[src/hdl/two_list_sorted_merge_defines.svh]
// Assertion macros for the two-list sorted merge block.
// Used by the top level; relies on a clock named clk and a reset named rst_n.
`ifndef TWO_LIST_SORTED_MERGE_DEFINES_SVH
`define TWO_LIST_SORTED_MERGE_DEFINES_SVH

// The consequent must hold in the same cycle as the antecedent.
`define TLSM_ASSERT_SAME(label, ante, cons, msg) \
  label: assert property (@(posedge clk) disable iff (!rst_n) (ante) |-> (cons)) \
    else $error(msg);

// The consequent must hold in the cycle after the antecedent.
`define TLSM_ASSERT_NEXT(label, ante, cons, msg) \
  label: assert property (@(posedge clk) disable iff (!rst_n) (ante) |=> (cons)) \
    else $error(msg);

`endif

[src/hdl/tlsm_pkg.sv]
// Package for the two-list sorted merge block.
// Holds list depth, derived widths, codes and the list memory request type.
`default_nettype none

package tlsm_pkg;

  localparam int LIST_DEPTH = 16;
  localparam int VALUE_W    = 32;
  localparam int CNT_W      = $clog2(LIST_DEPTH + 1);
  localparam int IDX_W      = (LIST_DEPTH > 1) ? $clog2(LIST_DEPTH) : 1;

  typedef logic signed [VALUE_W-1:0] value_t;
  typedef logic [CNT_W-1:0]          cnt_t;
  typedef logic [IDX_W-1:0]          idx_t;

  typedef enum logic [1:0] {
    OP_PUSH_A = 2'd0,
    OP_PUSH_B = 2'd1,
    OP_MERGE  = 2'd2,
    OP_NONE   = 2'd3
  } opcode_t;

  typedef enum logic [1:0] {
    ST_DATA     = 2'd0,
    ST_MISMATCH = 2'd1,
    ST_EMPTY    = 2'd2,
    ST_OVERFLOW = 2'd3
  } status_t;

  typedef enum logic {
    S_IDLE,
    S_RUN
  } state_t;

  typedef struct packed {
    logic   we;
    idx_t   waddr;
    value_t wdata;
    idx_t   raddr;
  } mem_req_t;

endpackage

`default_nettype wire

[src/hdl/tlsm_ram.sv]
// Generic single-clock RAM with one write port and one registered read port.
// No dependencies.
`default_nettype none

module tlsm_ram #(
  parameter int WIDTH = 32,
  parameter int DEPTH = 16,
  localparam int AW = (DEPTH > 1) ? $clog2(DEPTH) : 1
) (
  input  wire logic             clk,
  input  wire logic             we,
  input  wire logic [AW-1:0]    waddr,
  input  wire logic [WIDTH-1:0] wdata,
  input  wire logic [AW-1:0]    raddr,
  output logic      [WIDTH-1:0] rdata
);

  logic [WIDTH-1:0] mem [DEPTH];

  always_ff @(posedge clk) begin
    if (we) begin
      mem[waddr] <= wdata;
    end
    rdata <= mem[raddr];
  end

endmodule

`default_nettype wire

[src/hdl/tlsm_ctrl.sv]
// Command decoder, list fill counters and merge sequencer with output register.
// Depends on tlsm_pkg; drives the two list memories through mem_req_t.
`default_nettype none

module tlsm_ctrl (
  input  wire logic              clk,
  input  wire logic              rst_n,
  input  wire logic              start,
  output logic                   busy,
  input  wire logic [1:0]        in_opcode,
  input  wire tlsm_pkg::value_t  in_value,
  output tlsm_pkg::mem_req_t     req_a,
  output tlsm_pkg::mem_req_t     req_b,
  input  wire tlsm_pkg::value_t  rdata_a,
  input  wire tlsm_pkg::value_t  rdata_b,
  output logic                   out_valid,
  output tlsm_pkg::value_t       out_merged_value,
  output logic [1:0]             out_status,
  output logic                   out_last
);

  tlsm_pkg::state_t  state_r, state_nxt;
  tlsm_pkg::cnt_t    cnt_a_r, cnt_a_nxt;
  tlsm_pkg::cnt_t    cnt_b_r, cnt_b_nxt;
  tlsm_pkg::cnt_t    i_r, i_nxt;
  tlsm_pkg::cnt_t    j_r, j_nxt;
  logic              ovf_r, ovf_nxt;
  logic              valid_r, valid_nxt;
  tlsm_pkg::value_t  value_r, value_nxt;
  tlsm_pkg::status_t status_r, status_nxt;
  logic              last_r, last_nxt;
  logic              take_a;
  logic              full_a, full_b;
  tlsm_pkg::opcode_t op;

  assign op     = tlsm_pkg::opcode_t'(in_opcode);
  assign full_a = (cnt_a_r == tlsm_pkg::CNT_W'(tlsm_pkg::LIST_DEPTH));
  assign full_b = (cnt_b_r == tlsm_pkg::CNT_W'(tlsm_pkg::LIST_DEPTH));
  assign take_a = (i_r < cnt_a_r) &&
                  ((j_r >= cnt_b_r) || (rdata_a < rdata_b));

  always_ff @(posedge clk) begin
    if (!rst_n) begin
      state_r <= tlsm_pkg::S_IDLE;
      cnt_a_r <= '0;
      cnt_b_r <= '0;
      i_r     <= '0;
      j_r     <= '0;
      ovf_r   <= 1'b0;
      valid_r <= 1'b0;
    end else begin
      state_r <= state_nxt;
      cnt_a_r <= cnt_a_nxt;
      cnt_b_r <= cnt_b_nxt;
      i_r     <= i_nxt;
      j_r     <= j_nxt;
      ovf_r   <= ovf_nxt;
      valid_r <= valid_nxt;
    end
  end

  always_ff @(posedge clk) begin
    value_r  <= value_nxt;
    status_r <= status_nxt;
    last_r   <= last_nxt;
  end

  always_comb begin
    state_nxt  = state_r;
    cnt_a_nxt  = cnt_a_r;
    cnt_b_nxt  = cnt_b_r;
    i_nxt      = i_r;
    j_nxt      = j_r;
    ovf_nxt    = ovf_r;
    valid_nxt  = 1'b0;
    value_nxt  = '0;
    status_nxt = tlsm_pkg::ST_DATA;
    last_nxt   = 1'b0;
    req_a      = '0;
    req_b      = '0;
    req_a.waddr = cnt_a_r[tlsm_pkg::IDX_W-1:0];
    req_b.waddr = cnt_b_r[tlsm_pkg::IDX_W-1:0];
    req_a.wdata = in_value;
    req_b.wdata = in_value;
    unique case (state_r)
      tlsm_pkg::S_IDLE: begin
        i_nxt = '0;
        j_nxt = '0;
        if (start) begin
          unique case (op)
            tlsm_pkg::OP_PUSH_A: begin
              if (full_a) begin
                ovf_nxt = 1'b1;
              end else begin
                req_a.we  = 1'b1;
                cnt_a_nxt = cnt_a_r + 1'b1;
              end
            end
            tlsm_pkg::OP_PUSH_B: begin
              if (full_b) begin
                ovf_nxt = 1'b1;
              end else begin
                req_b.we  = 1'b1;
                cnt_b_nxt = cnt_b_r + 1'b1;
              end
            end
            tlsm_pkg::OP_MERGE: begin
              if (ovf_r || (cnt_a_r != cnt_b_r) || (cnt_a_r == '0)) begin
                valid_nxt = 1'b1;
                last_nxt  = 1'b1;
                if (ovf_r) begin
                  status_nxt = tlsm_pkg::ST_OVERFLOW;
                end else if (cnt_a_r != cnt_b_r) begin
                  status_nxt = tlsm_pkg::ST_MISMATCH;
                end else begin
                  status_nxt = tlsm_pkg::ST_EMPTY;
                end
                cnt_a_nxt = '0;
                cnt_b_nxt = '0;
                ovf_nxt   = 1'b0;
              end else begin
                state_nxt = tlsm_pkg::S_RUN;
              end
            end
            default: begin
            end
          endcase
        end
      end
      tlsm_pkg::S_RUN: begin
        valid_nxt = 1'b1;
        if (take_a) begin
          value_nxt = rdata_a;
          i_nxt     = i_r + 1'b1;
        end else begin
          value_nxt = rdata_b;
          j_nxt     = j_r + 1'b1;
        end
        if ((i_nxt == cnt_a_r) && (j_nxt == cnt_b_r)) begin
          last_nxt  = 1'b1;
          state_nxt = tlsm_pkg::S_IDLE;
          cnt_a_nxt = '0;
          cnt_b_nxt = '0;
          ovf_nxt   = 1'b0;
        end
      end
      default: begin
        state_nxt = tlsm_pkg::S_IDLE;
      end
    endcase
    req_a.raddr = i_nxt[tlsm_pkg::IDX_W-1:0];
    req_b.raddr = j_nxt[tlsm_pkg::IDX_W-1:0];
  end

  assign busy             = (state_r != tlsm_pkg::S_IDLE);
  assign out_valid        = valid_r;
  assign out_merged_value = value_r;
  assign out_status       = status_r;
  assign out_last         = last_r;

endmodule

`default_nettype wire

[src/hdl/two_list_sorted_merge.sv]
// Top level of the two-list sorted merge block: sequencer plus two list memories.
// Depends on tlsm_pkg, tlsm_ctrl, tlsm_ram and two_list_sorted_merge_defines.svh.
// Pushes are accepted back to back and give no result.
// A merge that ends in a status result shows it in the cycle after the command beat.
// A merge of two lists of N elements gives its first result after the registered memory
// read and the output register, then one per cycle for all 2N elements, busy while it runs.
// Synchronous reset clears counts and overflow; list contents stay undefined.
`default_nettype none
`include "two_list_sorted_merge_defines.svh"

module two_list_sorted_merge (
  input  wire logic              clk,
  input  wire logic              rst_n,
  input  wire logic              start,
  output logic                   busy,
  input  wire logic [1:0]        in_opcode,
  input  wire tlsm_pkg::value_t  in_value,
  output logic                   out_valid,
  output tlsm_pkg::value_t       out_merged_value,
  output logic [1:0]             out_status,
  output logic                   out_last
);

  tlsm_pkg::mem_req_t req_a;
  tlsm_pkg::mem_req_t req_b;
  tlsm_pkg::value_t   rdata_a;
  tlsm_pkg::value_t   rdata_b;

  tlsm_ctrl u_ctrl (
    .clk              (clk),
    .rst_n            (rst_n),
    .start            (start),
    .busy             (busy),
    .in_opcode        (in_opcode),
    .in_value         (in_value),
    .req_a            (req_a),
    .req_b            (req_b),
    .rdata_a          (rdata_a),
    .rdata_b          (rdata_b),
    .out_valid        (out_valid),
    .out_merged_value (out_merged_value),
    .out_status       (out_status),
    .out_last         (out_last)
  );

  tlsm_ram #(
    .WIDTH (tlsm_pkg::VALUE_W),
    .DEPTH (tlsm_pkg::LIST_DEPTH)
  ) u_list_a (
    .clk   (clk),
    .we    (req_a.we),
    .waddr (req_a.waddr),
    .wdata (req_a.wdata),
    .raddr (req_a.raddr),
    .rdata (rdata_a)
  );

  tlsm_ram #(
    .WIDTH (tlsm_pkg::VALUE_W),
    .DEPTH (tlsm_pkg::LIST_DEPTH)
  ) u_list_b (
    .clk   (clk),
    .we    (req_b.we),
    .waddr (req_b.waddr),
    .wdata (req_b.wdata),
    .raddr (req_b.raddr),
    .rdata (rdata_b)
  );

  `TLSM_ASSERT_SAME(a_status_is_last, out_valid && (out_status != tlsm_pkg::ST_DATA), out_last && (out_merged_value == '0), "status beat must be the only one of its merge")
  `TLSM_ASSERT_SAME(a_last_frees_block, out_valid && out_last, !busy, "block still busy after the final beat")
  `TLSM_ASSERT_NEXT(a_merge_answers, start && !busy && (in_opcode == tlsm_pkg::OP_MERGE), out_valid || busy, "merge command produced no activity")

endmodule

`default_nettype wire

[config.mk]
export PLATFORM = sky130hd
export DESIGN_NAME = two_list_sorted_merge
export DESIGN_NICKNAME = d
export VERILOG_FILES = /design/src/hdl/tlsm_pkg.sv /design/src/hdl/tlsm_ram.sv /design/src/hdl/tlsm_ctrl.sv /design/src/hdl/two_list_sorted_merge.sv
export VERILOG_INCLUDE_DIRS = /design/src /design/src/hdl
export SDC_FILE = /design/constraint.sdc
export NUM_CORES = 2
export LEC_CHECK = 0
export ABC_AREA = 0
export CELL_PAD_IN_SITES_DETAIL_PLACEMENT = 0
export CELL_PAD_IN_SITES_GLOBAL_PLACEMENT = 1
export CORE_MARGIN = 4
export CORE_UTILIZATION = 46
export DETAILED_ROUTE_END_ITERATION = 6
export DONT_BUFFER_PORTS = 1
export PLACE_DENSITY = 0.81
export RECOVER_POWER = 50
export SLEW_MARGIN = 20
export SYNTH_ARGS = -nofsm -noshare
export SYNTH_HDL_FRONTEND = slang
export SYNTH_SLANG_ARGS = --single-unit
[constraint.sdc]
create_clock -name clk -period 5.3 [get_ports clk]
set_clock_uncertainty 0.1 [all_clocks]
set_input_delay 1.06 -clock clk [delete_from_list [all_inputs] [get_ports clk]]
set_output_delay 1.06 -clock clk [all_outputs]
set_load 0.01 [all_outputs]
; ---- Word-level counts from Yosys, hierarchy flattened
; Memory sizes are Yosys's and may differ from the RTL's. A register that Yosys moved wholly into a read port is not among the register bits.
; Index checks and enable logic that the tools add are counted.
[classes]
addsub = 4
magnitude_cmp = 3
n_eq_ne = 17
mux = 49
n_bitwise = 4
n_reduce_logical = 11
[op_table]
columns = op, count
row1 = $pmux 5 s2, 6
row2 = $mux 5, 10
row3 = $lt 32x32->1, 1
row4 = $mux 32, 1
row5 = $mux 1, 25
row6 = $add 5x1->5 const B, 4
row7 = $ne 3x3->1 const B, 4
row8 = $eq 5x5->1, 2
row9 = $eq 5x5->1 const B, 2
row10 = $reduce_and 5->1, 2
row11 = $ne 3x2->1 const B, 3
row12 = $pmux 1 s2, 4
row13 = $reduce_and 6->1, 1
row14 = $ge 5x5->1, 1
row15 = $logic_not 5->1, 1
row16 = $lt 5x5->1, 1
row17 = $ne 5x5->1, 1
row18 = $mux 2, 2
row19 = $ne 2x2->1 const B, 2
row20 = $ne 4x4->1 const B, 1
row21 = $not 1->1, 4
row22 = $reduce_or 4->1, 1
row23 = $logic_or 1x1->1, 3
row24 = $pmux 1 s3, 1
row25 = 4 further kinds, 5
[word_totals]
register_bits = 58
mem_bits_rw = 1024
inputBits = 37
out_inout_bits = 37
word_cells = 100
n_memories = 2
[mem_list]
columns = name, words, word_bits, rd, rd_ports_with_merged_regs, write_ports, line_no
row1 = u_list_a.mem, 16, 32, 1, 1, 1, tlsm_ram.sv:18  ; logic [WIDTH-1:0] mem [DEPTH];
row2 = u_list_b.mem, 16, 32, 1, 1, 1, tlsm_ram.sv:18

; ---- Depth between registers and ports, before layout
[depth]
word_depth = 9
ltp_mapped = 19
ltp_nobuf = 12

; ---- Cells and area by module
; Synthesis repeated with hierarchy kept, for this count alone.
[unflattened]
cells_unflattened = 2243
area_unflattened_um2 = 44118.6
[by_module_without_submodules]
columns = mod, instances, cells_per_inst, area_per_inst_um2
row1 = tlsm_ram, 2, 838, 19835.3
row2 = tlsm_ctrl, 1, 567, 4448.0

; ---- Least setup slack after synthesis
; Ideal clock, no wire load.
[synth_path]
path_kind = input-to-reg
from = in in_opcode[1]
to = mem u_list_b.mem[3][0] (enable)
setup_time_ns = 0.461
arrival_ns = 4.225
path_slack_ns = 0.514
path_stages = 5
path_buffers = 1
path_cell_list = clkbuf_1 > a311oi_1 > and3_1 > nand2_1 > nor3_1
[synth_via]
elab_chain_cells = 6
[synth_lines]
columns = item, line_no
row1 = from (decl), two_list_sorted_merge.sv:16  ; input wire logic [1:0] in_opcode,
row2 = $eq 2x1->1, tlsm_ctrl.sv:90  ; unique case (op)
row3 = $mux 1, tlsm_ctrl.sv:90
row4 = $mux 1, tlsm_ctrl.sv:89  ; if (start) begin
row5 = $mux 1, tlsm_ctrl.sv:85  ; unique case (state_r)
row6 = $mux 1, tlsm_ram.sv:21  ; if (we) begin
row7 = $mux 1 (not written as such), tlsm_ram.sv:22  ; mem[waddr] <= wdata;
row8 = to (decl), tlsm_ram.sv:18
; No other way between the ends.

; ---- Final worst setup path
[layout_path]
from = reg u_list_b.rdata[31], read port of u_list_b.mem
to = reg u_list_b.rdata[31], read port of u_list_b.mem
[layout_via]
elab_chain_cells = 6
[layout_lines]
columns = item, line_no
row1 = from (decl), tlsm_ram.sv:15  ; output logic [WIDTH-1:0] rdata
row2 = $lt 32x32->1, tlsm_ctrl.sv:40  ; ((j_r >= cnt_b_r) || (rdata_a < rdata_b));
row3 = $logic_or 1x1->1, tlsm_ctrl.sv:40
row4 = $logic_and 1x1->1, tlsm_ctrl.sv:39  ; assign take_a = (i_r < cnt_a_r) &&
row5 = $mux 5, tlsm_ctrl.sv:132  ; if (take_a) begin
row6 = $mux 5, tlsm_ctrl.sv:85
row7 = $pmux 5 s2, tlsm_ctrl.sv:85
; No other way between the ends. The select of a mux whose other input is x is not followed.
; A chain may end at the register's enable or synchronous reset.

==> impl_metrics.env <==
export IMPL_cap_violations=3
export IMPL_fin_crit_sh=0.941
export IMPL_clock_path_buffers=3
export IMPL_synth_area_sq_um=46200
export IMPL_drive_gt1_frac=0.106
export IMPL_slew_headroom=-1.14
export IMPL_arrival_ns=5.48
export IMPL_cts_setup_buffers=0
export IMPL_die_w_microns=325
export IMPL_failed_checks="max-capacitance violations, max-slew violations"
export IMPL_cp_top_family="simple AND/OR/NAND/NOR gates"
export IMPL_yosysTopAreaCell="edfxtp_1"
export IMPL_rr_startpoint="u_list_b.rdata[31]$_DFF_P_"
export IMPL_fin_nets=3243
export IMPL_overflow=0
export IMPL_crit_path_start_kind="register"
export IMPL_num_rows=116
export IMPL_power_density_nw_per_um2=353
export IMPL_cts_sinks=1146
export IMPL_synth_net_count=3246
export IMPL_cpPeakStageDelay_ns=0.73
export IMPL_grt_pass1_wl_microns=178000
export IMPL_worst_path_max_fanout=29
export IMPL_dp_hpwl_microns=68300
export IMPL_finalHoldViolCount=0
export IMPL_yosysTopAreaCellShare=0.665
export IMPL_yosys_area_share_simple=0.0740
export IMPL_ant_nets=0
export IMPL_tightest_slew_ns=3.20
export IMPL_initial_core_util=0.463
export IMPL_synthTopCellsByCount="edfxtp_1 (1,024), nand2_1 (397), mux2i_1 (345)"
export IMPL_gp_congestion=0.842
export IMPL_r2r_end="u_list_b.rdata[31]$_DFF_P_"
export IMPL_routed_via_density=6.15
export IMPL_ios=74
export IMPL_grt_max_degree=128
export IMPL_seq_power_share=0.540
export IMPL_internal_power_mw=14.7
export IMPL_p_sw_mw=3.65
export IMPL_critical_path_class="register to register"
export IMPL_yosys_warnings=0
export IMPL_setup_worst_path_start="u_list_b.rdata[31]$_DFF_P_"
export IMPL_synth_seq_cells=1146
export IMPL_outcome="finished with violations"
export IMPL_synthFlopType="edfxtp_1"
export IMPL_die_area_sq_um=106000
export IMPL_peakVddDrop_mv=0.256
export IMPL_numCtsBuffers=114
export IMPL_slew_violations=70
export IMPL_rsz0062_at_grt="no"
export IMPL_drc_errors=0
export IMPL_fmax_ghz=0.201
export IMPL_clkPwrFrac=0.440
export IMPL_fin_total_pwr_mw=18.3
export IMPL_post_drt_wl_per_cell_microns=26.5
export IMPL_setup_viol=0
export IMPL_synth_edff_count=1024
export IMPL_synth_top_family_by_area="compound AO/OA/AOI/OAI gates"
export IMPL_critPathRequiredTime_ns=5.79
export IMPL_dr_pass1_iters=5
export IMPL_hp_class="primary input to register"
export IMPL_synth_mux_area_frac=0.0752
export IMPL_grt_antenna_before_repair=3
export IMPL_hold_start="in_value[9]"
export IMPL_die_height_microns=325
export IMPL_cp_end_kind="register"
export IMPL_core_area_sq_um=99900
export IMPL_post_synth_top_count_cell="edfxtp_1"
export IMPL_syn2layout_area_growth_pct=12.3
export IMPL_crit_slowest_cell="or3_2"
export IMPL_synthTopCellsByArea="edfxtp_1 (67%), mux2i_1 (7.5%), dfxtp_1 (5.3%)"
export IMPL_io_buffer_count=0
export IMPL_holdPathStages=0
export IMPL_ctsRootBufferMaster="clkbuf_16"
export IMPL_drtIter0Drc=3021
export IMPL_r2r_cells=12
export IMPL_tns_ns=0
export IMPL_ys_seq_area_frac=0.718
export IMPL_async_reset_ff_frac=0
export IMPL_clk_insertion_delay_late_ns=0.71
export IMPL_synth_xor_area_frac=0.00411
export IMPL_hold_end="u_list_b.mem[15][9]$_DFFE_PP_"
export IMPL_pwr_share_comb=0.020
export IMPL_num_vias=28000
export IMPL_crit_buf_inv=2
export IMPL_p_sw_frac=0.199
export IMPL_drt_total_wl_microns=121000
export IMPL_leakagePower_nw=17.7
export IMPL_synth_distinct_cells=69
export IMPL_path_cells="inv_1, ha_1, nand2_1, nor4_4, a21oi_2, a31o_2, or3_2, and2_4, o21ai_4, nand2b_2, buf_4, o211ai_1"
export IMPL_grt_pass1_vias=27500
export IMPL_synthAdderAreaFrac=0.0135
export IMPL_reg2reg_slack_ns=0.31
export IMPL_ctsHtreeMaxLevel=3
export IMPL_path_clk_slew_ns=0.06
export IMPL_finalCriticalPeriod_ns=4.99
export IMPL_track_usage=0.223
export IMPL_syn_inst=3159
export IMPL_cts_tree="done"
export IMPL_synth_avg_cell_area_sq_um=14.6
export IMPL_synth_compound_area_share=0.0903
## sequential cells by signal, indices dropped and copies added (netlist names)
register	count
u_ctrl.busy	1
u_ctrl.j_r	5
u_ctrl.i_r	5
u_ctrl.out_status	2
u_ctrl.cnt_a_r	5
u_list_a.rdata	32
u_list_b.rdata	32
u_ctrl.out_last	1
u_ctrl.out_merged_value	32
u_ctrl.out_valid	1
u_ctrl.ovf_r	1
u_ctrl.cnt_b_r	5
u_list_a.mem	512
u_list_b.mem	512
## through the flow
step / cell area [sq um] / cells / setup slack [ns] / utilization / hold slack (ns)
after floorplan: 46200 / 3159 / 0.514 / - / 0.327
after global placement: 48100 / 4338 / 0.500 / 0.482 / 0.361
after detailed placement: 48100 / 4338 / 0.314 / 0.482 / 0.357
after CTS: 51900 / 4556 / 0.273 / 0.520 / 0.321
after global routing: 51900 / 4556 / 0.0575 / 0.520 / 0.334
final: 51900 / 4557 / 0.314 / 0.520 / 0.355
## routing by layer
metal,up-vias,share of wire,global-route usage
li1,12300,-,-
met1,14200,0.41,0.307
met2,1263,0.47,0.359
met3,220,0.084,0.0385
met4,0,0.033,0.0835
met5,-,0,0
## final cells by class
type	instances	area, sq um
Multi-Input combinational cell	1743	12200
Fill cell	7957	47900
Clock inverter	56	526
Antenna cell	1	2.50
Timing Repair Buffer	100	922
Sequential cell	1146	33200
Tap cell	1298	1620
Clock buffer	162	3260
Inverter	51	193
## how the worst max path moves through the flow
stage	to	slack, ns	cells past startpoint
floorplan	u_list_b.mem[3][0]$_DFFE_PP_	0.51	5
global placement	u_list_b.rdata[10]$_DFF_P_	0.50	13
detailed placement	u_list_b.rdata[10]$_DFF_P_	0.31	13
CTS	u_list_b.rdata[10]$_DFF_P_	0.27	13
global route	u_list_b.rdata[8]$_DFF_P_	0.06	14
finish	u_list_b.rdata[31]$_DFF_P_	0.31	12
## cell families after synthesis
family | after synthesis
AO/OA/AOI/OAI | 569
buffers and inverters | 270
multiplexers | 347
AND/OR/NAND/NOR | 757
adder cells (fa/ha/maj) | 50
flip-flops | 1146
XOR/XNOR | 20
## power groups by stage
stage | clock [mW] | sequential (mW) | combinational, mW
floorplan | 0 | 10.1 | 0.255
global placement | 0 | 10.1 | 0.349
detailed placement | 0 | 10.1 | 0.355
CTS | 8.16 | 9.89 | 0.356
global route | 8.55 | 9.89 | 0.391
finish | 8.07 | 9.89 | 0.359
## repair_timing
| item | in CTS | in global routing |
|---|---|---|
| gates resized for setup | 0 | 1 |
| hold buffers | 0 | 0 |
| setup endpoints to repair | 0 | 1 |
## placed cells by master, fill, tap and decap left out, drive strengths merged, types with 4 or more instances in the layout
| cell | n |
|---|---|
| a2111oi | 5 |
| a21oi | 96 |
| a221oi | 163 |
| a22oi | 5 |
| a31oi | 38 |
| a32oi | 33 |
| and2 | 20 |
| and3 | 14 |
| buf | 98 |
| bufinv | 8 |
| clkbuf | 164 |
| clkinv | 43 |
| dfxtp | 122 |
| edfxtp | 1024 |
| ha | 50 |
| inv | 53 |
| mux2i | 345 |
| nand2 | 398 |
| nand2b | 11 |
| nand3 | 140 |
| nand4 | 39 |
| nor2 | 53 |
| nor2b | 4 |
| nor3 | 55 |
| nor4 | 5 |
| o211a | 4 |
| o211ai | 67 |
| o21a | 4 |
| o21ai | 62 |
| o221ai | 32 |
| o22ai | 34 |
| or3 | 5 |
| xnor2 | 13 |
| xor2 | 7 |
No activity file was read; power rests on OpenSTA's default activity.
